==> config.mk <==
export PLATFORM = sky130hd
export DESIGN_NAME = gtli_ctrl
export DESIGN_NICKNAME = d
export VERILOG_FILES = /design/src/hdl/gtli_pkg.sv /design/src/hdl/gtli_ctrl.sv
export SDC_FILE = /design/constraint.sdc
export NUM_CORES = 1
export LEC_CHECK = 0
export BUFFER_PORTS_ARGS = -buffer_cell sky130_fd_sc_hd__buf_2
export CORE_MARGIN = 5
export CORE_UTILIZATION = 38
export DETAILED_ROUTE_END_ITERATION = 6
export GPL_TIMING_DRIVEN = 1
export PLACE_DENSITY = 0.73
export SLEW_MARGIN = 15
export SYNTH_ARGS = -nofsm -noshare
export SYNTH_HDL_FRONTEND = slang
export SYNTH_SLANG_ARGS = --single-unit
==> constraint.sdc <==
create_clock -name clk -period 1.8 [get_ports clk]
set_clock_uncertainty 0.2 [all_clocks]
set_input_delay 0.18 -clock clk [delete_from_list [all_inputs] [get_ports clk]]
set_output_delay 0.18 -clock clk [all_outputs]
set_load 0.005 [all_outputs]
==> src/hdl/gtli_pkg.sv <==
// shared types, constants and control/status structs of the grid table interpolator
package gtli_pkg;

  // field widths
  localparam int GRID_POINTS = 16;
  localparam int PT_W        = 4;
  localparam int SITE_W      = 4;
  localparam int CLS_W       = 2;
  localparam int FAM_W       = 2;
  localparam int DATA_W      = 32;
  localparam int CNT_W       = 5;
  localparam int OP_W        = 2;
  localparam int ST_W        = 2;
  localparam int TAB_AW      = SITE_W + PT_W + CLS_W + FAM_W;
  localparam int TAB_DEPTH   = 1 << TAB_AW;

  localparam logic [CNT_W-1:0]  PTS_RESET = CNT_W'(GRID_POINTS);
  localparam logic [DATA_W-1:0] ONE_Q16   = 32'h0001_0000;

  // operation codes
  typedef enum logic [OP_W-1:0] {
    OP_WR_BP  = 2'd0,
    OP_WR_TAB = 2'd1,
    OP_QUERY  = 2'd2,
    OP_NOP    = 2'd3
  } op_t;

  // result status codes
  typedef enum logic [ST_W-1:0] {
    STS_OK      = 2'd0,
    STS_BELOW   = 2'd1,
    STS_OUTSIDE = 2'd2
  } sts_code_t;

  // selection for the pending result register
  typedef enum logic [2:0] {
    PEND_HOLD,
    PEND_ZERO,
    PEND_BELOW,
    PEND_OUTSIDE,
    PEND_CALC
  } pend_t;

  // controller states
  typedef enum logic [3:0] {
    S_IDLE,
    S_SCAN,
    S_RD_LO,
    S_RD_HI,
    S_DIFF,
    S_MUL,
    S_DIV,
    S_FIN,
    S_OUT
  } state_t;

  // commands from controller to datapath
  typedef struct packed {
    logic  accept;
    logic  bp_wr;
    logic  tab_wr;
    logic  scan_adv;
    logic  hit;
    logic  rd_lo;
    logic  rd_hi;
    logic  diff;
    logic  mul;
    logic  div_step;
    logic  out_load;
    pend_t pend;
  } cmd_t;

  // status from datapath to controller
  typedef struct packed {
    logic first;
    logic below;
    logic at_end;
    logic hit;
    logic div_last;
  } sts_t;

endpackage

==> src/hdl/gtli_ctrl.sv <==
// controller state machine of the grid table interpolator
module gtli_ctrl
  import gtli_pkg::*;
(
  input  logic            clk,
  input  logic            rst_n,
  input  logic            in_valid,
  output logic            in_ready,
  input  logic [OP_W-1:0] in_operation,
  output logic            out_valid,
  input  logic            out_ready,
  input  sts_t            sts,
  output cmd_t            cmd
);

  state_t state_r, state_nxt;
  logic   out_valid_r, out_valid_nxt;
  logic   acc;
  op_t    op;

  assign op        = op_t'(in_operation);
  assign in_ready  = (state_r == S_IDLE);
  assign acc       = in_valid && in_ready;
  assign out_valid = out_valid_r;

  // state and output valid registers
  always_ff @(posedge clk) begin
    if (!rst_n) begin
      state_r     <= S_IDLE;
      out_valid_r <= 1'b0;
    end else begin
      state_r     <= state_nxt;
      out_valid_r <= out_valid_nxt;
    end
  end

  // next state and commands
  always_comb begin
    state_nxt     = state_r;
    cmd           = '0;
    cmd.pend      = PEND_HOLD;
    out_valid_nxt = out_valid_r;
    if (out_valid_r && out_ready) begin
      out_valid_nxt = 1'b0;
    end
    case (state_r)
      S_IDLE: begin
        if (acc) begin
          cmd.accept = 1'b1;
          case (op)
            OP_WR_BP: begin
              cmd.bp_wr = 1'b1;
              cmd.pend  = PEND_ZERO;
              state_nxt = S_OUT;
            end
            OP_WR_TAB: begin
              cmd.tab_wr = 1'b1;
              cmd.pend   = PEND_ZERO;
              state_nxt  = S_OUT;
            end
            OP_QUERY: begin
              state_nxt = S_SCAN;
            end
            default: begin
              cmd.pend  = PEND_ZERO;
              state_nxt = S_OUT;
            end
          endcase
        end
      end
      // one breakpoint per cycle
      S_SCAN: begin
        if (sts.first) begin
          if (sts.below) begin
            cmd.pend  = PEND_BELOW;
            state_nxt = S_OUT;
          end else begin
            cmd.scan_adv = 1'b1;
          end
        end else if (sts.at_end) begin
          cmd.pend  = PEND_OUTSIDE;
          state_nxt = S_OUT;
        end else if (sts.hit) begin
          cmd.hit   = 1'b1;
          state_nxt = S_RD_LO;
        end else begin
          cmd.scan_adv = 1'b1;
        end
      end
      S_RD_LO: begin
        cmd.rd_lo = 1'b1;
        state_nxt = S_RD_HI;
      end
      S_RD_HI: begin
        cmd.rd_hi = 1'b1;
        state_nxt = S_DIFF;
      end
      S_DIFF: begin
        cmd.diff  = 1'b1;
        state_nxt = S_MUL;
      end
      S_MUL: begin
        cmd.mul   = 1'b1;
        state_nxt = S_DIV;
      end
      // one quotient bit per cycle
      S_DIV: begin
        cmd.div_step = 1'b1;
        if (sts.div_last) begin
          state_nxt = S_FIN;
        end
      end
      S_FIN: begin
        cmd.pend  = PEND_CALC;
        state_nxt = S_OUT;
      end
      // hand the pending result to the output register once it is free
      S_OUT: begin
        if (!out_valid_r || out_ready) begin
          cmd.out_load  = 1'b1;
          out_valid_nxt = 1'b1;
          state_nxt     = S_IDLE;
        end
      end
      default: begin
        state_nxt = S_IDLE;
      end
    endcase
  end

endmodule

==> results of run 1 <==
## area by class of cell
cell class / instances / area, um2 / share of cell area (%)
inverter: 2 / 7.51 / 1.01
clock buffer: 4 / 26.3 / 3.52
sequential: 5 / 110 / 14.8
multi-input combinational: 50 / 375 / 50.3
timing repair buffer: 36 / 208 / 27.9
tap: 15 / 18.8 / 2.52
## routing by layer
metal | share of wire [%] | vias to the layer above | track usage, %
met4 | 0 | 0 | 3.41
met5 | 0 | - | 0
li1 | - | 291 | -
met1 | 40 | 265 | 15.9
met3 | 5.1 | 0 | 3.52
met2 | 55 | 15 | 28.0
## worst paths after layout
kind                            startpoint    endpoint  slack [ns]  cells after the start
worst max-delay path            state_r[2]      cmd[3]        0.02                      3
worst min-delay path                sts[2]  state_r[1]        0.14                      4
worst max register to register  state_r[0]  state_r[1]        0.08                      5
worst min register to register  state_r[3]  state_r[3]        0.47                      2
## cell families (layout without fill, tap and decap cells)
family                    count (synthesis)  in the layout  synth area share (%)
AOI/OAI and AO/OA                        12             12                  22.2
xor gates and xnor gates                  1              1                  1.76
buffers and inverters                     6             42                  7.56
DFF                                       5              5                  20.2
and+or+nand+nor                          37             37                  48.4
## metrics by stage
stage	power (mW)	utilization, %	setup WS (ns)
after floorplan	0.205	-	0.161
after global placement	0.246	50.9	0.0921
after detailed placement	0.249	50.9	0.0453
after CTS	0.396	57.3	0.0196
after global routing	0.430	58.8	-0.0413
final	0.402	58.8	0.0158
## report_power, final
group | switching (mW) | leakage, nW | internal, mW
clock | 0.0460 | 0.0150 | 0.0838
sequential | 0.0117 | 0.0431 | 0.117
combinational | 0.0621 | 0.304 | 0.0812
total | 0.120 | 0.362 | 0.282
## sequential cells by signal, summed over array words and instances (netlist names)
signal     flops
state_r        4
out_valid      1
## critical path, cell delays in order (launching register included)
cell,delay [ns]
dfxtp_4,0.36
or4b_4,0.57
nor2b_1,0.12
buf_2,0.12
## layout by cell type (no fill, tap or decap), types with 2 or more instances in the layout
cell      count
nand2_1       2
nor4_1        2
buf_4         9
buf_2        26
nor2b_1       3
dfxtp_4       2
nor2_1        8
o21ai_1       2
clkbuf_4      3
dfxtp_2       2
inv_1         2
nor3_1        6
nand2b_1      5
o21ai_0       2
## what timing repair did
action,4_1_cts,5_1_grt
gates resized for setup,5,6
setup buffers,4,1
hold buffers,1,0
endpoints found under the hold margin,2,0
cloned,0,0
pin swaps,2,4
setup endpoints to repair,5,9
==> flow_metrics.py, run 1 <==
metrics = {
    "synth": {
        "syn_inst": 61,
        "async_flop_share_pct": 0,
        "most_instantiated_library_cell_after_synthesis": "nor2_1",
        "synth_enable_flop_cells": 0,
        "postSynthRegisterBits": 5,
        "yosysSeqAreaShare_pct": 20.2,
        "ys.flop_type": "dfxtp_1",
        "yosys-top-cells-count": "8 x nor2_1, 6 x nor3_1, 5 x dfxtp_1, 5 x nand2b_1, 4 x o21ai_0",
        "synthesis.yosys.warnings": 0,
        "avgSynthCellArea_um2": 8.14,
        "post-synth-top-area-cell": "dfxtp_1",
        "synth_top_cells_by_area": "dfxtp_1 20%, nand2b_1 6.3%, nor3_1 6.0%, nor2_1 6.0%, o2bb2ai_4 5.5%",
        "synth_cell_types": 31,
        "top_area_cell_type_share_of_the_netlist_area_pct": 20.2,
        "syn_area_um2": 497,
        "syn-num-nets": 72,
    },
    "clock_network": {
        "clock_insertion_delay_worst_skew_ns": 0.24,
        "cts.htree.levels": 1,
        "clkTransAtPathRegs_ns": 0.04,
        "ctsRootBufferMaster": "clkbuf_4",
        "ctsLongestPathBuffers": 2,
        "sinks_on_the_clock_net": 5,
        "tritoncts.num_buffers": 3,
        "cts_tree": "done",
    },
    "timing": {
        "max_freq_ghz": 0.560,
        "minimum_period_implied_by_the_final_worst_setup_slack_ns": 1.78,
        "worst_pin_slew_ns": 0.474,
        "setup_viol": 0,
        "post-route-period-util_pct": 99.1,
        "final_hold_viols": 0,
        "finalMaxSlewViolations": 0,
        "timing.max_slew.rel_slack_pct": 68.1,
        "unrepaired_setup_endpoints_after_global_routing": "yes",
        "totalNegativeSetupSlack_ns": 0,
        "hold_ws_ns": 0.142,
    },
    "detailed_routing": {
        "ant_nets": 0,
        "via_per_inst": 5.10,
        "finalWirelength_um": 1420,
        "drc": 0,
        "via_count": 571,
        "dr.pass1.iters": 4,
        "detail_route.iter0.violations": 3,
        "wl_per_cell_um": 12.6,
    },
    "placed_design": {
        "finalWeightedCongestion": 0.785,
        "total_placed_instance_area_um2": 646,
        "dpl.cell_count": 102,
        "port_buffers": 26,
        "dp_hpwl_um": 1070,
    },
    "critical_path": {
        "required_ns": 1.42,
        "cp.arrival_ns": 1.40,
        "critPathMaxFanout": 4,
        "critical_path_class": "flip-flop to output pin",
        "critical_path.startpoint_type": "flip-flop",
        "end_kind": "output pin",
    },
    "layout": {
        "drive_above_1_share_pct": 51.5,
        "fillerInstances": 129,
        "finalNetCount": 109,
        "flow.area_growth_from_synthesis_pct": 50.1,
        "antenna_cells_inserted": 0,
        "stdcell_area_um2": 746,
        "fin_cells": 112,
    },
    "die": {
        "boundaryPins": 27,
        "core_region_area_mm2": 0.00127,
        "initial_utilization_pct": 39.2,
        "fp-row-count": 13,
        "dieArea_mm2": 0.00213,
        "die_w_um": 46.2,
        "die_height_um": 46.2,
    },
    "pwr": {
        "power.density_cell_area_mw_per_mm2": 539,
        "peakVddDrop_uv": 353,
        "p_leak_nw": 0.362,
    },
    "hold_path": {
        "worst_min_delay_path_class": "input pin to flip-flop",
    },
    "grt": {
        "wire_length_of_the_first_global_routing_pass_um": 2280,
        "initial_antenna_violation_count": 0,
        "number_of_global_route_vias_before_repair": 549,
        "grt_max_degree": 12,
        "grt_util_all_layers_pct": 14.7,
        "global_route.overflow_total": 0,
    },
    "job": {
        "max-cap-violations": 0,
    },
    "outcome": {
        "outcome": "completed",
    },
}
Power figures use the tool's default switching activity.
==> run 2: changes to the inputs <==
--- a/config.mk
+++ b/config.mk
@@ -6,10 +6,10 @@
 export NUM_CORES = 1
 export LEC_CHECK = 0
 export BUFFER_PORTS_ARGS = -buffer_cell sky130_fd_sc_hd__buf_2
-export CORE_MARGIN = 5
+export CORE_MARGIN = 2
 export CORE_UTILIZATION = 38
 export DETAILED_ROUTE_END_ITERATION = 6
-export GPL_TIMING_DRIVEN = 1
+export GPL_TIMING_DRIVEN = 0
 export PLACE_DENSITY = 0.73
 export SLEW_MARGIN = 15
 export SYNTH_ARGS = -nofsm -noshare
==> run 2 against run 1 <==
  * The flow now finishes with violations (negative setup slack)
  * Fmax down 3.1%
  * Combinational power up 7%
  * Cell count up 3.6%
  * Utilization up 6.1 points
  * Sequential share of layout area down 1.8 points
==> flow_metrics.py, run 2 (synthesized netlist as in run 1, its figures left out) <==
metrics = {
    "outcome": {
        "outcome": "complete, but fails checks",
        "violations": "negative setup slack",
    },
    "die": {
        "fp-row-count": 13,
        "boundaryPins": 27,
        "initial_utilization_pct": 39.7,
        "die_height_um": 40.2,
        "die_w_um": 40.2,
        "core_region_area_mm2": 0.00125,
        "dieArea_mm2": 0.00161,
    },
    "timing": {
        "unrepaired_setup_endpoints_after_global_routing": "yes",
        "post-route-period-util_pct": 102,
        "finalMaxSlewViolations": 0,
        "hold_ws_ns": 0.173,
        "minimum_period_implied_by_the_final_worst_setup_slack_ns": 1.84,
        "setup_viol": 4,
        "worst_pin_slew_ns": 0.514,
        "timing.max_slew.rel_slack_pct": 65.4,
        "final_hold_viols": 0,
        "postLayoutSetupSlackWorst_ns": -0.0420,
        "max_freq_ghz": 0.543,
    },
    "clock_network": {
        "clkTransAtPathRegs_ns": 0.04,
        "tritoncts.num_buffers": 3,
        "cts.htree.levels": 1,
        "cts_tree": "done",
        "clock_insertion_delay_worst_skew_ns": 0.24,
        "ctsRootBufferMaster": "clkbuf_4",
        "sinks_on_the_clock_net": 5,
        "ctsLongestPathBuffers": 2,
    },
    "critical_path": {
        "crit_path_max_incr_delay_ns": 0.33,
        "critPathMaxFanout": 8,
        "required_ns": 1.42,
        "critical_path.startpoint_type": "flip-flop",
        "slowest_stage": "nor4_4",
        "crit_path_cell_trace": "buf_6 > nor4_4 > nand2_2 > buf_4 > inv_1 > buf_2",
        "critical_path_class": "flip-flop to output pin",
        "cp.arrival_ns": 1.46,
        "reg2reg_depth": 5,
        "end_kind": "output pin",
    },
    "detailed_routing": {
        "via_per_inst": 5.19,
        "dr.pass1.iters": 4,
        "wl_per_cell_um": 11.3,
        "finalWirelength_um": 1310,
        "via_count": 602,
        "detail_route.iter0.violations": 16,
        "ant_nets": 0,
        "drc": 0,
    },
    "pwr": {
        "comb_power_share_pct": 38.0,
        "internal_power_uw": 283,
        "clkPwrFrac_pct": 31.9,
        "p_leak_nw": 0.392,
        "switching_share_pct": 29.6,
        "share_seq_of_total_power_pct": 30.1,
        "power.density_cell_area_mw_per_mm2": 496,
        "power.net_switching_uw": 119,
        "peakVddDrop_uv": 444,
    },
    "layout": {
        "finalNetCount": 113,
        "drive_above_1_share_pct": 54.5,
        "antenna_cells_inserted": 0,
        "flow.area_growth_from_synthesis_pct": 63.5,
        "largest_register_ff_count": 4,
        "final_common_cell": "buf_2",
        "commonest_cells_after_routing_fill_and_taps_aside": "25 x buf_2, 8 x nor2_1, 8 x buf_4",
        "fillerInstances": 107,
        "stdcell_area_um2": 812,
        "registers.top_by_ff_count": "state_r",
    },
    "placed_design": {
        "dp_hpwl_um": 888,
        "finalWeightedCongestion": 0.785,
        "port_buffers": 26,
        "total_placed_instance_area_um2": 646,
    },
    "hold_path": {
        "hold_path_depth": 4,
        "worst_min_delay_path_class": "input pin to flip-flop",
    },
    "job": {
        "max-cap-violations": 0,
    },
    "grt": {
        "initial_antenna_violation_count": 0,
        "grt_util_all_layers_pct": 18.1,
        "wire_length_of_the_first_global_routing_pass_um": 1930,
        "grt_max_degree": 11,
        "global_route.overflow_total": 0,
        "number_of_global_route_vias_before_repair": 484,
    },
}
-- run 2: cell count changes in the layout (fill, tap and decap cells not counted), sizes merged --
cell | previous run | this run
clkbuf | 4 | 5
buf | 35 | 38
-- run 2: worst paths after layout --
check	from	endpoint	slack, ns
worst min-delay path	sts[0]	state_r[3]	0.17
worst max-delay path	state_r[1]	cmd[13]	-0.04
worst min register to register	out_valid	out_valid	0.47
worst max register to register	state_r[2]	state_r[3]	0.03
-- run 2: power groups by stage --
stage               logic, mW  clock network [mW]  registers [mW]
floorplan              0.0821                   0           0.123
global placement        0.121                   0           0.123
detailed placement      0.124                   0           0.124
CTS                     0.133               0.133           0.122
global route            0.168               0.145           0.121
finish                  0.153               0.128           0.121
-- run 2: timing repair --
action / CTS / global route
hold endpoints to repair: 2 / 0
hold buffers: 1 / 0
gates resized for setup: 7 / 9
setup endpoints to repair: 10 / 9
setup buffers: 5 / 5
pin swaps: 5 / 5
-- run 2: per-stage QoR --
step	instances	power, mW	setup WS [ns]	TNS [ns]	util [%]
3_5_place_dp	102	0.248	0.0642	0	51.5
2_1_floorplan	61	0.205	0.161	0	-
3_3_place_gp	102	0.244	0.0959	0	51.5
6_report	116	0.403	-0.0420	-0.105	64.8
4_1_cts	112	0.388	-0.0931	-0.471	58.9
5_1_grt	116	0.435	-0.168	-0.809	64.8
-- run 2: metal layers --
layer / global-route usage [%] / vias up / part of all wire (%)
met5: 0 / - / 0
met4: 0 / 0 / 0
met3: 8.33 / 0 / 6.6
met2: 31.0 / 21 / 50
met1: 21.6 / 283 / 43
li1: - / 298 / -
-- run 2: final cells by class --
type | instances | area [um2] | share of cell area (%)
Inverter | 2 | 7.51 | 0.924
Tap cell | 15 | 18.8 | 2.31
Buffer | 3 | 27.5 | 3.39
Multi-Input combinational cell | 50 | 389 | 47.9
Clock buffer | 4 | 26.3 | 3.24
Timing Repair Buffer | 37 | 238 | 29.3
Sequential cell | 5 | 105 | 12.9
-- run 2: critical path, delay by kind of cell, from the launching register on --
kind,cells,cell delay [ns]
DFF,1,0.32
buffers and inverters,4,0.43
and+or+nand+nor,2,0.47
==> run 3: changes to the inputs <==
--- a/config.mk
+++ b/config.mk
@@ -5,12 +5,13 @@
 export SDC_FILE = /design/constraint.sdc
 export NUM_CORES = 1
 export LEC_CHECK = 0
+export ABC_AREA = 1
 export BUFFER_PORTS_ARGS = -buffer_cell sky130_fd_sc_hd__buf_2
-export CORE_MARGIN = 2
-export CORE_UTILIZATION = 38
+export CORE_AREA = 2 2 39 41
 export DETAILED_ROUTE_END_ITERATION = 6
+export DIE_AREA = 0 0 41 43
 export GPL_TIMING_DRIVEN = 0
-export PLACE_DENSITY = 0.73
+export PLACE_DENSITY = 0.69
 export SLEW_MARGIN = 15
 export SYNTH_ARGS = -nofsm -noshare
 export SYNTH_HDL_FRONTEND = slang
==> run 3 against run 2 <==
  * Synthesized area decreased by 4.8%
  * Worst setup slack improved by 0.12 ns
  * Routed wire length shrank 6.3%
  * The run now ends clean
  * Flip-flop and latch count did not move
==> flow_metrics.py, run 3 <==
metrics = {
    "layout": {
        "commonest_cells_after_routing_fill_and_taps_aside": "26 x buf_2, 17 x nor2_1, 16 x nand2_1",
        "registers.top_by_ff_count": "state_r",
        "final_common_cell": "buf_2",
        "antenna_cells_inserted": 0,
        "flow.area_growth_from_synthesis_pct": 52.6,
        "fillerInstances": 148,
        "largest_register_ff_count": 4,
        "stdcell_area_um2": 722,
        "drive_above_1_share_pct": 43.7,
        "finalNetCount": 131,
    },
    "synth": {
        "synth_enable_flop_cells": 0,
        "syn_area_um2": 473,
        "yosysSeqAreaShare_pct": 21.2,
        "avgSynthCellArea_um2": 5.56,
        "postSynthRegisterBits": 5,
        "ys.flop_type": "dfxtp_1",
        "syn_inst": 85,
        "post-synth-top-area-cell": "dfxtp_1",
        "yosys-top-cells-count": "17 x inv_1, 17 x nor2_1, 16 x nand2_1",
        "async_flop_share_pct": 0,
        "synthesis.yosys.warnings": 0,
        "synth_top_cells_by_area": "dfxtp_1 21%, inv_1 13%, nor2_1 13%, nand2_1 13%, nand3_1 8.5%",
        "syn-num-nets": 96,
        "top_area_cell_type_share_of_the_netlist_area_pct": 21.2,
        "synth_cell_types": 17,
    },
    "timing": {
        "final_hold_viols": 0,
        "timing.max_slew.rel_slack_pct": 85.0,
        "max_freq_ghz": 0.580,
        "finalMaxSlewViolations": 0,
        "setup_viol": 0,
        "postLayoutSetupSlackWorst_ns": 0.0744,
        "post-route-period-util_pct": 95.9,
        "worst_pin_slew_ns": 0.223,
        "hold_ws_ns": 0.0187,
        "minimum_period_implied_by_the_final_worst_setup_slack_ns": 1.73,
    },
    "clock_network": {
        "cts_tree": "done",
        "ctsLongestPathBuffers": 2,
        "cts.htree.levels": 1,
        "clock_insertion_delay_worst_skew_ns": 0.25,
        "sinks_on_the_clock_net": 5,
        "ctsRootBufferMaster": "clkbuf_4",
        "clkTransAtPathRegs_ns": 0.05,
        "tritoncts.num_buffers": 3,
    },
    "grt": {
        "grtUsageMet3_pct": 6.28,
        "global_route.overflow_total": 0,
        "global_route.usage.met1_pct": 19.0,
        "wire_length_of_the_first_global_routing_pass_um": 1840,
        "grt_max_degree": 8,
        "grt_util_all_layers_pct": 14.9,
        "initial_antenna_violation_count": 0,
        "number_of_global_route_vias_before_repair": 504,
        "grt-busiest-layer": "met2",
        "gr-usage-met2_pct": 22.2,
    },
    "placed_design": {
        "port_buffers": 26,
        "placement.setup.worst_slack_ns": 0.279,
        "dp_hpwl_um": 974,
        "total_placed_instance_area_um2": 623,
        "finalWeightedCongestion": 0.854,
    },
    "die": {
        "initial_utilization_pct": 34.2,
        "die_height_um": 43,
        "die_w_um": 41,
        "core_region_area_mm2": 0.00138,
        "fp-row-count": 14,
        "boundaryPins": 27,
        "dieArea_mm2": 0.00176,
    },
    "hold_path": {
        "hold_path_depth": 4,
        "worst_min_delay_path_class": "input pin to flip-flop",
    },
    "detailed_routing": {
        "drc": 0,
        "wl_per_cell_um": 9.06,
        "finalWirelength_um": 1220,
        "via_per_inst": 4.63,
        "detail_route.iter0.violations": 8,
        "ant_nets": 0,
        "via_count": 625,
        "dr.pass1.iters": 4,
    },
    "pwr": {
        "power.density_cell_area_mw_per_mm2": 848,
        "p_leak_nw": 0.449,
        "peakVddDrop_uv": 413,
        "p_total_uw": 612,
    },
    "critical_path": {
        "critical_path_class": "flip-flop to output pin",
        "critical_path.startpoint_type": "flip-flop",
        "end_kind": "output pin",
        "critPathMaxFanout": 7,
        "reg2reg_depth": 7,
        "required_ns": 1.42,
        "cp.arrival_ns": 1.35,
    },
    "outcome": {
        "outcome": "completed",
    },
    "job": {
        "max-cap-violations": 0,
    },
}
-- run 3: per-stage QoR --
stage,util [%],setup TNS [ns],instances
floorplan,-,0,85
CTS,46.9,0,131
global route,52.2,-0.0242,135
global placement,45.0,0,127
finish,52.2,0,135
detailed placement,45.0,0,127
-- run 3: report_power, final --
group	internal (mW)	total, mW	switching [mW]
Sequential	0.137	0.169	0.0323
Clock	0.0839	0.131	0.0473
Combinational	0.134	0.312	0.178
Total	0.354	0.612	0.258
-- run 3: what timing repair did --
action | 4_1_cts | 5_1_grt
endpoints found under the setup margin | 1 | 4
hold endpoints to repair | 0 | 1
resized for setup | 1 | 16
setup buffers | 0 | 3
pin swaps | 0 | 3
hold buffers | 0 | 1
-- run 3: critical path, stage by stage, from the launching register on --
cell     delay, ns
dfxtp_4       0.36
inv_2         0.07
nand2_2       0.08
nor2_4        0.11
inv_2         0.05
nor2_2        0.12
inv_2         0.05
nor3_2        0.14
buf_2         0.13
-- run 3: area by class of cell --
cell class                      instances  area (um2)  area share, %
Multi-Input combinational cell         60         318           44.0
Tap cell                               16        20.0           2.77
Clock buffer                            4        26.3           3.64
Timing Repair Buffer                   30         163           22.5
Sequential cell                         5         113           15.6
Inverter                               20        82.6           11.4
-- run 3: per-layer routing --
| metal | up-vias | wire length, um |
|---|---|---|
| met5 | - | 0 |
| met4 | 0 | 0 |
| met3 | 0 | 67 |
| met2 | 15 | 642 |
| met1 | 278 | 513 |
| li1 | 332 | - |
-- run 3: kinds of logic (layout without fill, tap and decap cells) --
| logic type | after synthesis | count (layout) | synth area share (%) |
|---|---|---|---|
| AND/OR/NAND/NOR | 51 | 51 | 51.6 |
| buffers and inverters | 20 | 54 | 15.9 |
| AO/OA/AOI/OAI | 9 | 9 | 11.4 |
| flip-flops | 5 | 5 | 21.2 |
-- run 3: final timing paths --
check / start / endpoint / slack, ns
setup / recovery: state_r[0] / cmd[12] / 0.07
hold / removal: out_ready / out_valid / 0.02
setup reg to reg: state_r[1] / state_r[3] / 0.45
hold reg to reg: out_valid / out_valid / 0.36
